### config.mk
export PLATFORM = sky130hd
export DESIGN_NAME = png_chunk_deframer_crc
export DESIGN_NICKNAME = d
export VERILOG_FILES = /design/src/hdl/pcd_pkg.sv /design/src/hdl/pcd_in_stage.sv /design/src/hdl/pcd_parser.sv /design/src/hdl/pcd_out_stage.sv /design/src/hdl/png_chunk_deframer_crc.sv
export VERILOG_INCLUDE_DIRS = /design/src /design/src/hdl
export SDC_FILE = /design/constraint.sdc
export NUM_CORES = 1
export LEC_CHECK = 0
export ABC_CLOCK_PERIOD_IN_PS = 11150
export BUFFER_PORTS_ARGS = -buffer_cell sky130_fd_sc_hd__clkbuf_2
export CAP_MARGIN = 20
export CORE_ASPECT_RATIO = 1.75
export CORE_MARGIN = 5
export CORE_UTILIZATION = 60
export DETAILED_ROUTE_END_ITERATION = 7
export PLACE_DENSITY_LB_ADDON = 0.08
export SLEW_MARGIN = 20
export SYNTH_ARGS = -nofsm -noshare
export SYNTH_HDL_FRONTEND = slang
export SYNTH_HIERARCHICAL = 1
export SYNTH_SLANG_ARGS = --single-unit
export TNS_END_PERCENT = 100
### constraint.sdc
create_clock -name clk -period 11.15 [get_ports clk]
set_input_delay 0.5575 -clock clk [delete_from_list [all_inputs] [get_ports clk]]
set_output_delay 0.5575 -clock clk [all_outputs]
set_load 0.05 [all_outputs]
### src/hdl/png_chunk_deframer_crc_macros.svh
// Assertion macros used by the PNG chunk deframer parser.
// Each macro expects signals named clk and rst_n in the enclosing module.
`ifndef PNG_CHUNK_DEFRAMER_CRC_MACROS_SVH
`define PNG_CHUNK_DEFRAMER_CRC_MACROS_SVH

// Same-cycle implication, disabled while reset is asserted.
`define PCD_ASSERT_SAME(label, ante, cons, msg) \
  label: assert property (@(posedge clk) disable iff (!rst_n) (ante) |-> (cons)) \
    else $error(msg);

// Next-cycle implication, disabled while reset is asserted.
`define PCD_ASSERT_NEXT(label, ante, cons, msg) \
  label: assert property (@(posedge clk) disable iff (!rst_n) (ante) |=> (cons)) \
    else $error(msg);

`endif

### src/hdl/pcd_pkg.sv
// Package for the PNG chunk deframer: phase and status codes, the item and
// result types, the PNG signature and the byte-wise CRC-32 update.
// No dependencies.
package pcd_pkg;

  localparam logic [2:0] PH_SIG  = 3'd0;
  localparam logic [2:0] PH_LEN  = 3'd1;
  localparam logic [2:0] PH_TYPE = 3'd2;
  localparam logic [2:0] PH_DATA = 3'd3;
  localparam logic [2:0] PH_CRC  = 3'd4;
  localparam logic [2:0] PH_STOP = 3'd5;

  localparam logic [1:0] ST_OK     = 2'd0;
  localparam logic [1:0] ST_BADCRC = 2'd1;
  localparam logic [1:0] ST_BADSIG = 2'd2;

  localparam logic [31:0] TYPE_IEND = 32'h4945_4E44;
  localparam logic [31:0] CRC_POLY  = 32'hEDB8_8320;
  localparam logic [31:0] CRC_INIT  = 32'hFFFF_FFFF;
  localparam logic [15:0] CNT_MAX   = 16'hFFFF;

  localparam int unsigned TDATA_W = 112;

  typedef struct packed {
    logic [7:0] data_byte;
    logic       start_of_file;
  } pcd_item_t;

  typedef struct packed {
    logic [31:0] chunk_type;
    logic [31:0] chunk_length;
    logic [15:0] chunk_number;
    logic [31:0] computed_crc;
    logic [1:0]  status;
    logic        is_end;
  } pcd_result_t;

  // The eight bytes of the PNG file signature.
  function automatic logic [7:0] sig_byte(input logic [2:0] idx);
    logic [7:0] v;
    case (idx)
      3'd0: v = 8'h89;
      3'd1: v = 8'h50;
      3'd2: v = 8'h4e;
      3'd3: v = 8'h47;
      3'd4: v = 8'h0d;
      3'd5: v = 8'h0a;
      3'd6: v = 8'h1a;
      3'd7: v = 8'h0a;
      default: v = 8'h00;
    endcase
    return v;
  endfunction

  // One byte of the reflected CRC-32, eight bit steps.
  function automatic logic [31:0] crc_byte(input logic [31:0] crc, input logic [7:0] b);
    logic [31:0] c;
    c = crc ^ {24'h0, b};
    for (int k = 0; k < 8; k++) begin
      c = c[0] ? ((c >> 1) ^ CRC_POLY) : (c >> 1);
    end
    return c;
  endfunction

endpackage

### src/hdl/pcd_in_stage.sv
// Input register of the PNG chunk deframer: holds one byte transaction
// until the parser takes it. Depends on pcd_pkg.
module pcd_in_stage (
  input  logic              clk,
  input  logic              rst_n,
  input  logic              in_tvalid,
  output logic              in_tready,
  input  logic [7:0]        in_tdata,
  input  logic              in_tuser,
  input  logic              take,
  output logic              item_valid,
  output pcd_pkg::pcd_item_t item
);
  import pcd_pkg::*;

  logic      valid_r, valid_nxt;
  pcd_item_t item_r;

  assign in_tready = !valid_r || take;
  assign valid_nxt = (in_tvalid && in_tready) ? 1'b1 : (valid_r && !take);

  always_ff @(posedge clk) begin
    if (!rst_n) begin
      valid_r <= 1'b0;
    end else begin
      valid_r <= valid_nxt;
    end
  end

  always_ff @(posedge clk) begin
    if (in_tvalid && in_tready) begin
      item_r.data_byte     <= in_tdata;
      item_r.start_of_file <= in_tuser;
    end
  end

  assign item_valid = valid_r;
  assign item       = item_r;

endmodule

### src/hdl/pcd_parser.sv
// Chunk parser of the PNG chunk deframer: signature check, field framing,
// CRC-32 and the chunk counter. Depends on pcd_pkg and the macro header.
`include "png_chunk_deframer_crc_macros.svh"
module pcd_parser (
  input  logic                clk,
  input  logic                rst_n,
  input  logic                item_valid,
  input  pcd_pkg::pcd_item_t  item,
  input  logic                out_room,
  output logic                take,
  output logic                res_valid,
  output pcd_pkg::pcd_result_t res
);
  import pcd_pkg::*;

  logic [2:0]  phase_r, phase_nxt;
  logic [31:0] pos_r, pos_nxt;
  logic [31:0] len_r, len_nxt;
  logic [31:0] typ_r, typ_nxt;
  logic [31:0] crc_r, crc_nxt;
  logic [31:0] rcv_r, rcv_nxt;
  logic [15:0] cnt_r, cnt_nxt;

  logic [2:0]  eff_phase;
  logic [31:0] eff_pos, eff_len, eff_typ, eff_crc, eff_rcv;
  logic [15:0] eff_cnt;
  logic [31:0] pos_inc, rcv_shift, crc_fin;
  logic [7:0]  b;
  logic        res_hit, bad;

  // A start-of-file byte sees the reset state.
  assign b         = item.data_byte;
  assign eff_phase = item.start_of_file ? PH_SIG   : phase_r;
  assign eff_pos   = item.start_of_file ? 32'd0    : pos_r;
  assign eff_len   = item.start_of_file ? 32'd0    : len_r;
  assign eff_typ   = item.start_of_file ? 32'd0    : typ_r;
  assign eff_crc   = item.start_of_file ? CRC_INIT : crc_r;
  assign eff_rcv   = item.start_of_file ? 32'd0    : rcv_r;
  assign eff_cnt   = item.start_of_file ? 16'd0    : cnt_r;
  assign pos_inc   = eff_pos + 32'd1;
  assign rcv_shift = {eff_rcv[23:0], b};
  assign crc_fin   = ~eff_crc;

  always_comb begin
    phase_nxt = eff_phase;
    pos_nxt   = eff_pos;
    len_nxt   = eff_len;
    typ_nxt   = eff_typ;
    crc_nxt   = eff_crc;
    rcv_nxt   = eff_rcv;
    cnt_nxt   = eff_cnt;
    res_hit   = 1'b0;
    bad       = 1'b0;
    res       = '0;
    case (eff_phase)
      PH_SIG: begin
        if (b != sig_byte(eff_pos[2:0])) begin
          phase_nxt  = PH_STOP;
          res_hit    = 1'b1;
          res.status = ST_BADSIG;
          res.is_end = 1'b1;
        end else begin
          pos_nxt = pos_inc;
          if (pos_inc >= 32'd8) begin
            phase_nxt = PH_LEN;
            pos_nxt   = 32'd0;
          end
        end
      end
      PH_LEN: begin
        len_nxt = {eff_len[23:0], b};
        pos_nxt = pos_inc;
        if (pos_inc >= 32'd4) begin
          phase_nxt = PH_TYPE;
          pos_nxt   = 32'd0;
          crc_nxt   = CRC_INIT;
        end
      end
      PH_TYPE: begin
        typ_nxt = {eff_typ[23:0], b};
        crc_nxt = crc_byte(eff_crc, b);
        pos_nxt = pos_inc;
        if (pos_inc >= 32'd4) begin
          pos_nxt   = 32'd0;
          phase_nxt = (eff_len == 32'd0) ? PH_CRC : PH_DATA;
        end
      end
      PH_DATA: begin
        crc_nxt = crc_byte(eff_crc, b);
        pos_nxt = pos_inc;
        if (pos_inc == eff_len) begin
          pos_nxt   = 32'd0;
          phase_nxt = PH_CRC;
        end
      end
      PH_CRC: begin
        rcv_nxt = rcv_shift;
        pos_nxt = pos_inc;
        if (pos_inc >= 32'd4) begin
          pos_nxt          = 32'd0;
          cnt_nxt          = (eff_cnt < CNT_MAX) ? eff_cnt + 16'd1 : eff_cnt;
          bad              = (crc_fin != rcv_shift);
          res_hit          = 1'b1;
          res.chunk_type   = eff_typ;
          res.chunk_length = eff_len;
          res.chunk_number = cnt_nxt;
          res.computed_crc = crc_fin;
          res.status       = bad ? ST_BADCRC : ST_OK;
          res.is_end       = bad || (eff_typ == TYPE_IEND);
          phase_nxt        = res.is_end ? PH_STOP : PH_LEN;
          len_nxt          = res.is_end ? eff_len : 32'd0;
        end
      end
      default: begin
        // Stopped, and the unused phase codes: the byte is dropped.
      end
    endcase
  end

  // A byte with no result never waits on the output side.
  assign take      = item_valid && (!res_hit || out_room);
  assign res_valid = take && res_hit;

  always_ff @(posedge clk) begin
    if (!rst_n) begin
      phase_r <= PH_SIG;
      pos_r   <= 32'd0;
      len_r   <= 32'd0;
      typ_r   <= 32'd0;
      crc_r   <= CRC_INIT;
      rcv_r   <= 32'd0;
      cnt_r   <= 16'd0;
    end else if (take) begin
      phase_r <= phase_nxt;
      pos_r   <= pos_nxt;
      len_r   <= len_nxt;
      typ_r   <= typ_nxt;
      crc_r   <= crc_nxt;
      rcv_r   <= rcv_nxt;
      cnt_r   <= cnt_nxt;
    end
  end

  `PCD_ASSERT_NEXT(a_stop_holds, phase_r == PH_STOP && !(take && item.start_of_file), phase_r == PH_STOP, "parser left the stopped phase without a start of file")
  `PCD_ASSERT_SAME(a_err_ends, res_valid, res.is_end || res.status == ST_OK, "error result does not end parsing")
  `PCD_ASSERT_SAME(a_field_pos, phase_r == PH_LEN || phase_r == PH_TYPE || phase_r == PH_CRC, pos_r < 32'd4, "byte position beyond a four-byte field")

endmodule

### src/hdl/pcd_out_stage.sv
// Output register of the PNG chunk deframer: holds one result transaction
// until the sink takes it. Depends on pcd_pkg.
module pcd_out_stage (
  input  logic                        clk,
  input  logic                        rst_n,
  input  logic                        load,
  input  pcd_pkg::pcd_result_t        load_res,
  output logic                        room,
  output logic                        out_tvalid,
  input  logic                        out_tready,
  output logic [pcd_pkg::TDATA_W-1:0] out_tdata,
  output logic [1:0]                  out_tuser,
  output logic                        out_tlast
);
  import pcd_pkg::*;

  logic        valid_r, valid_nxt;
  pcd_result_t res_r;

  assign room      = !valid_r || out_tready;
  assign valid_nxt = load ? 1'b1 : (valid_r && !out_tready);

  always_ff @(posedge clk) begin
    if (!rst_n) begin
      valid_r <= 1'b0;
    end else begin
      valid_r <= valid_nxt;
    end
  end

  always_ff @(posedge clk) begin
    if (load) begin
      res_r <= load_res;
    end
  end

  assign out_tvalid = valid_r;
  assign out_tdata  = {res_r.computed_crc, res_r.chunk_number,
                       res_r.chunk_length, res_r.chunk_type};
  assign out_tuser  = res_r.status;
  assign out_tlast  = res_r.is_end;

endmodule

### src/hdl/png_chunk_deframer_crc.sv
// PNG chunk deframer with CRC-32 check. Takes one file byte per transaction
// (in_tuser marks the first byte of a file), checks the signature, frames
// each chunk and gives one result on its last CRC byte or on a bad signature
// byte: type, length, chunk number and computed CRC in out_tdata, status in
// out_tuser, and out_tlast high when parsing stops (IEND, CRC mismatch or
// bad signature). One byte is taken every cycle while none waits, through
// the input and result registers. A byte that produces a result waits only
// while the result register still holds an untaken result; other bytes never
// wait. Depends on pcd_pkg, pcd_in_stage, pcd_parser and pcd_out_stage.
module png_chunk_deframer_crc (
  input  logic                        clk,
  input  logic                        rst_n,
  input  logic                        in_tvalid,
  output logic                        in_tready,
  input  logic [7:0]                  in_tdata,   // [7:0] data_byte
  input  logic                        in_tuser,   // [0] start_of_file
  output logic                        out_tvalid,
  input  logic                        out_tready,
  // [31:0] chunk_type, [63:32] chunk_length, [79:64] chunk_number,
  // [111:80] computed_crc
  output logic [pcd_pkg::TDATA_W-1:0] out_tdata,
  output logic [1:0]                  out_tuser,  // [1:0] status
  output logic                        out_tlast   // is_end
);
  import pcd_pkg::*;

  logic        take;
  logic        item_valid;
  pcd_item_t   item;
  logic        room;
  logic        res_valid;
  pcd_result_t res;

  pcd_in_stage u_in (
    .clk        (clk),
    .rst_n      (rst_n),
    .in_tvalid  (in_tvalid),
    .in_tready  (in_tready),
    .in_tdata   (in_tdata),
    .in_tuser   (in_tuser),
    .take       (take),
    .item_valid (item_valid),
    .item       (item)
  );

  pcd_parser u_parser (
    .clk        (clk),
    .rst_n      (rst_n),
    .item_valid (item_valid),
    .item       (item),
    .out_room   (room),
    .take       (take),
    .res_valid  (res_valid),
    .res        (res)
  );

  pcd_out_stage u_out (
    .clk        (clk),
    .rst_n      (rst_n),
    .load       (res_valid),
    .load_res   (res),
    .room       (room),
    .out_tvalid (out_tvalid),
    .out_tready (out_tready),
    .out_tdata  (out_tdata),
    .out_tuser  (out_tuser),
    .out_tlast  (out_tlast)
  );

endmodule
# == After elaboration in Yosys (flattened, before gate mapping) ==
# Memories as Yosys holds them, arrays and structs flattened.
# Index checks and enable logic that the tools add are counted.
# totals
ff_bits,297
mem_bits_ro,56
in_bits,13
out_inout_bits,117
n_memories,1
# mem_list
memory,words,word_bits,read_ports,rd_ports_with_merged_regs,wr,line,text
(no name shown),8,7,1,0,0,pcd_pkg.sv:41,case (idx)
# op_classes
addsub,2
magnitude_cmp,3
eq_ne,8
mux,49
bitwise,10
reduce_logical,19
# ops
operator,n
32-bit two-way mux,20
32-bit one-hot mux with 2 select lines,2
13-bit NOT with 14-bit output,8
32-bit one-hot mux with 3 select lines,1
16-bit two-way mux,4
24-bit two-way mux,2
3-bit two-way mux,11
"32-bit by 1-bit adder with 32-bit output, second input constant",1
"32-bit by 31-bit equality test with 1-bit output, second input constant",1
32-bit equality test,1
"32-bit by 3-bit >= comparator with 1-bit output, second input constant",1
"32-bit by 4-bit >= comparator with 1-bit output, second input constant",1
32-bit logical NOT,1
32-bit != test,1
32-bit NOT,1
32-bit by 8-bit bitwise XOR with 32-bit output,1
"16-bit by 1-bit adder with 16-bit output, second input constant",1
"16-bit < comparator, second input constant",1
3-bit one-hot mux with 5 select lines,1
8-bit two-way mux,1
8-bit != test,1
"3-bit by 2-bit equality test with 1-bit output, second input constant",2
3-bit one-hot mux with 2 select lines,1
1-bit logical AND,5
10 further kinds,21

# == Longest topological paths before layout ==
# depth
depth_word,19
depth_mapped,21
depth_no_buf,14

# == Modules after synthesis ==
# Netlist, hierarchy kept.
# modules_own_cells
mod,n_inst,cells_each,area_per_inst_um2,seq_area_each_um2
pcd_parser,1,1497,11542.3,3423.3
pcd_out_stage,1,119,3502.1,3473.3
pcd_in_stage,1,14,327.8,290.3

# == Worst setup path after synthesis ==
# Ideal clock, no wire load.
# synth_path
kind,register to register
startpoint,register u_in.item_r (netlist bit u_in/item[0])
endpoint,register u_out.valid_r (netlist: u_out/out_tvalid)
setup_time_ps,79
t_arrival_ps,9833
t_required_ps,11071
path_slack_ps,1237
stages_incl_launch_ff,20
path_buffers,5
path_cell_list,edfxtp_1 buf_2 buf_2 nand2b_1 inv_1 ha_1 buf_2 and3_1 clkbuf_1 nand2_1 nor4_1 mux2i_1 o31ai_1 or3b_4 o211ai_4 nand2_4 clkbuf_1 a21oi_1 inv_1 a21boi_2
# synth_between
elab_chain_len,11
elab_cells_between_ends,17
# synth_rtl
element,line,text
"start, declared",pcd_in_stage.sv:17,pcd_item_t item_r;
"parallel branches: the longest is 5 deep, another holds 32-bit by 1-bit adder with 32-bit output",--,
1-bit one-hot mux with 2 select lines (*),pcd_parser.sv:55,case (eff_phase)
1-bit logical NOT,pcd_parser.sv:121,assign take = item_valid && (!res_hit || out_room);
1-bit logical OR,pcd_parser.sv:121,
1-bit logical AND,pcd_parser.sv:121,
1-bit logical AND (*),pcd_parser.sv:122,assign res_valid = take && res_hit;
named net res_valid,png_chunk_deframer_crc.sv:31,logic res_valid;
1-bit two-way mux (*),pcd_out_stage.sv:21,assign valid_nxt = load ? 1'b1 : (valid_r && !out_tready);
"end signal, assigned",pcd_out_stage.sv:27,valid_r <= valid_nxt;
"end, declared",pcd_out_stage.sv:17,"logic valid_r, valid_nxt;"
# Mark *: on every way through the listed nets, which the timed path passes. The select of a mux whose other input is x is not followed.
# A chain may end at the register's enable or synchronous reset.

# == Final worst setup path ==
# layout_path
startpoint,register u_in.item_r (netlist bit u_in/item[0])
endpoint,output port in_tready
# layout_between
elab_chain_len,10
elab_cells_between_ends,16
# layout_rtl
element,line,text
"parallel branches: the longest is 5 deep, another holds 32-bit by 1-bit adder with 32-bit output",--,
1-bit one-hot mux with 2 select lines (*),pcd_parser.sv:55,
1-bit logical NOT (*),pcd_parser.sv:121,
1-bit logical OR (*),pcd_parser.sv:121,
1-bit logical AND (*),pcd_parser.sv:121,
named net take,png_chunk_deframer_crc.sv:27,logic take;
1-bit logical OR (*),pcd_in_stage.sv:19,assign in_tready = !valid_r || take;
"end, declared",png_chunk_deframer_crc.sv:14,"output logic in_tready,"
# Marks and branches as above.

==> PnR_summary.wiki <==
{| class="wikitable"
! Metric !! Value
|-
| Min-delay worst type || in2reg
|-
| Setup WS post-layout || 4.76 ns
|-
| Number of instances in the synthesized netlist || 1,630
|-
| Maximum vdd ir drop || 0.137 mV
|-
| Min Clock Period, post-route || 6.39 ns
|-
| ANT cells || 0
|-
| Async set-reset flop share out of synthesis || 0%
|-
| Average vias per placed instance || 6.55
|-
| Static leakage || 6.00 nW
|-
| RD Place Congestion || 0.980
|-
| Area inside the core boundary || 25,200 um^2
|-
| Height of the chip || 222 um
|-
| Number of CTS-inserted buffers || 27
|-
| Slew HR || 29.9%
|-
| Outcome || complete, no violations
|-
| Final Max Slew Viols || 0
|-
| CTS Sinks || 297
|-
| Final #Nets || 1,699
|-
| Unique cell type count in the Yosys netlist || 89
|-
| Most common cell in the synthesized netlist || sky130_fd_sc_hd__nor2_1
|-
| Post-Place Cells || 1,965
|-
| Top cells by area in the synthesized netlist || sky130_fd_sc_hd__edfxtp_1 24%, sky130_fd_sc_hd__dfxtp_1 23%, sky130_fd_sc_hd__xnor2_1 5.9%
|-
| CP Capture Type || primary output
|-
| CTS Buffer Depth || 3
|-
| Vias in the first global route || 12,800
|-
| Detail Route Antenna Nets || 0
|-
| Final setup TNS || 0 ns
|-
| Minimum hold slack || 0.174 ns
|-
| Total Die Area || 29,000 um^2
|-
| CTS Root Cell || sky130_fd_sc_hd__clkbuf_16
|-
| Proportion of netlist area held by the largest area contributor || 24.2%
|-
| Overall die width || 131 um
|-
| # Max-Cap Violations || 0
|-
| Total grt overflow || 0
|-
| Maximum operating frequency || 0.156 GHz
|-
| Cell Area, Synth || 15,400 um^2
|-
| Wire length per cell after detailed routing || 24.1 um
|-
| Count of flip-flops with a built-in enable after synthesis || 124
|-
| Sequential cell area fraction in the yosys report || 46.8%
|-
| Global routing usage summed across all routing layers || 32.5%
|-
| CP Class || reg2out
|-
| Fraction of final layout cells with drive strength greater than 1 || 13.4%
|-
| Clk_skew || 0.0133 ns
|-
| Number of I/O pins || 130
|-
| Final Hold Fails || 0
|-
| Final design area excluding fillers || 17,000 um^2
|-
| YS warnings || 6
|-
| Largest net degree at the start of global routing || 83
|-
| Most used flip-flop cell after synthesis || sky130_fd_sc_hd__dfxtp_1
|-
| DRC Markers || 0
|-
| Global-route wire length before repair || 72,900 um
|-
| Flop and latch count out of synthesis || 297
|-
| RSZ-0062 raised after global routing || false
|-
| Site Rows || 77
|-
| Cell accounting for the most synthesized area || sky130_fd_sc_hd__edfxtp_1
|-
| Count of hold-fix buffers inserted at cts || 0
|-
| TritonCTS clock tree || yes
|-
| Initial antenna violation count || 0
|-
| Per-instance average area after synthesis || 9.43 um^2
|-
| Resized Gates After CTS || 0
|-
| Violation count after the first detailed-route iteration || 1,219
|-
| Number of setup violations in the final report || 0
|-
| Htree depth || 1
|-
| CP startpoint kind || flip-flop
|-
| Via Count || 13,200
|-
| Clock-pin transition on the worst setup and hold timing paths || 0.07 ns
|-
| Insertion delay of the later-clocked pin in the worst-skew pair || 0.57 ns
|-
| Synthesis-to-layout area growth || 10.4%
|-
| Dpl hpwl || 34,200 um
|-
| Port Buf Inserts || 129
|-
| Fillcell total || 2,059
|-
| Buffers inserted during post-CTS setup optimization || 0
|-
| Most common library cells after synthesis || 212 x sky130_fd_sc_hd__nor2_1, 173 x sky130_fd_sc_hd__dfxtp_1, 124 x sky130_fd_sc_hd__edfxtp_1
|-
| Initial Util || 60.9%
|-
| Period utilization || 57.3%
|-
| Arrival time worst endpoint || 5.83 ns
|-
| Critical Path RT || 10.59 ns
|-
| Mapped Nets || 1,651
|-
| Wire length after detailed routing || 48,600 um
|-
| PwrDens || 147 nW/um^2
|-
| Placed standard-cell area || 16,000 um^2
|-
| Worst-case setup slack after placement || 5.28 ns
|-
| Crit Path Max Fanout || 36
|-
| Total iterations of the first detailed-routing run || 5
|-
| Actual transition at the worst max-transition pin || 1.05 ns
|-
| Non-filler instance count after layout || 2,015
|}
[power breakdown]
part	switching [W]	internal (W)	leakage, nW
Clock	0.000430	0.000543	0.453
Combinational	0.000244	0.0000778	2.94
Sequential	0.0000259	0.00117	2.60
Total	0.000700	0.00179	6.00
[per-layer routing]
layer	global-route usage, %	vias to the layer above	wire, um
met2	56.6	630	24900
met5	0	-	0
li1	-	6028	-
met4	23.9	0	4360
met1	35.4	6332	16500
met3	3.38	215	2750
[cells in the final DEF (no fill, tap or decap), drive strengths merged, types with 14 or more instances in the layout]
cell,n
nor2,212
dfxtp,173
clkbuf,164
edfxtp,124
xnor2,103
nand2,99
and2,72
xor2,60
a21oi,59
o21ai,58
a22oi,57
nand3,47
nor3,45
nor4,31
o22ai,29
inv,29
nand4,28
nor2b,27
a22o,26
a32oi,22
buf,18
and3,17
o211ai,16
a31oi,14
[cell families after synthesis]
group                    count (synthesis)  share of synthesized area, %
adder cells (fa/ha/maj)                  8                         0.651
multiplexers                            15                          1.00
XOR/XNOR                               164                          9.44
AND/OR/NAND/NOR                        639                          21.6
flip-flops                             297                          46.8
AO/OA/AOI/OAI                          353                          16.3
buffers and inverters                  154                          4.23
[sequential cells by signal, summed over array words and instances, names as in the netlist]
name	flops
u_out/out_tdata	112
u_parser/crc_r	32
u_parser/len_r	32
u_parser/pos_r	32
u_parser/typ_r	32
u_parser/rcv_r	24
u_parser/cnt_r	16
u_in/item	9
u_parser/phase_r	3
u_out/out_tuser	2
u_in/item_valid	1
u_out/out_tlast	1
u_out/out_tvalid	1
[final cells by class]
cell class | instances | area [um^2] | area share [%]
Tap cell | 316 | 395 | 2.33
Inverter | 26 | 97.6 | 0.575
Sequential cell | 297 | 7190 | 42.3
Clock inverter | 15 | 158 | 0.929
Multi-Input combinational cell | 1179 | 7580 | 44.7
Timing Repair Buffer | 147 | 781 | 4.60
Clock buffer | 35 | 772 | 4.55
[critical path, cell delays in order, from the launching register on]
cell and delay (ns):
sky130_fd_sc_hd__edfxtp_1 0.39, sky130_fd_sc_hd__buf_4 0.26, sky130_fd_sc_hd__nand2b_1 0.26, sky130_fd_sc_hd__inv_1 0.12, sky130_fd_sc_hd__ha_1 0.40, sky130_fd_sc_hd__and3_1 0.38, sky130_fd_sc_hd__nand2_1 0.24, sky130_fd_sc_hd__nor4_1 0.74
sky130_fd_sc_hd__mux2i_1 0.26, sky130_fd_sc_hd__o31ai_1 0.11, sky130_fd_sc_hd__or3b_4 0.49, sky130_fd_sc_hd__o211ai_4 0.30, sky130_fd_sc_hd__nand2_4 0.33, sky130_fd_sc_hd__inv_2 0.45, sky130_fd_sc_hd__nand2b_4 0.23, sky130_fd_sc_hd__clkbuf_2 0.28
[path summary, 6_finish.rpt]
kind                                     end  cells past startpoint  slack [ns]                            from
max                                in_tready                     15        4.76          u_in/item[0]$_DFFE_PP_
min reg2reg   u_parser/cnt_r[1]$_SDFFE_PN0P_                      2        0.48  u_parser/cnt_r[1]$_SDFFE_PN0P_
min                   u_in/item[4]$_DFFE_PP_                      1        0.17                     in_tdata[3]
max reg2reg  u_parser/pos_r[31]$_SDFFE_PN0P_                     16        5.17          u_in/item[0]$_DFFE_PP_
[per-stage QoR]
step | total power (W) | util, %
after floorplan | 0.00146 | -
after global placement | 0.00153 | 63.5
after detailed placement | 0.00154 | 63.6
after CTS | 0.00250 | 67.2
after global routing | 0.00256 | 67.2
final | 0.00249 | 67.2
(Power assumes the default switching activity.)
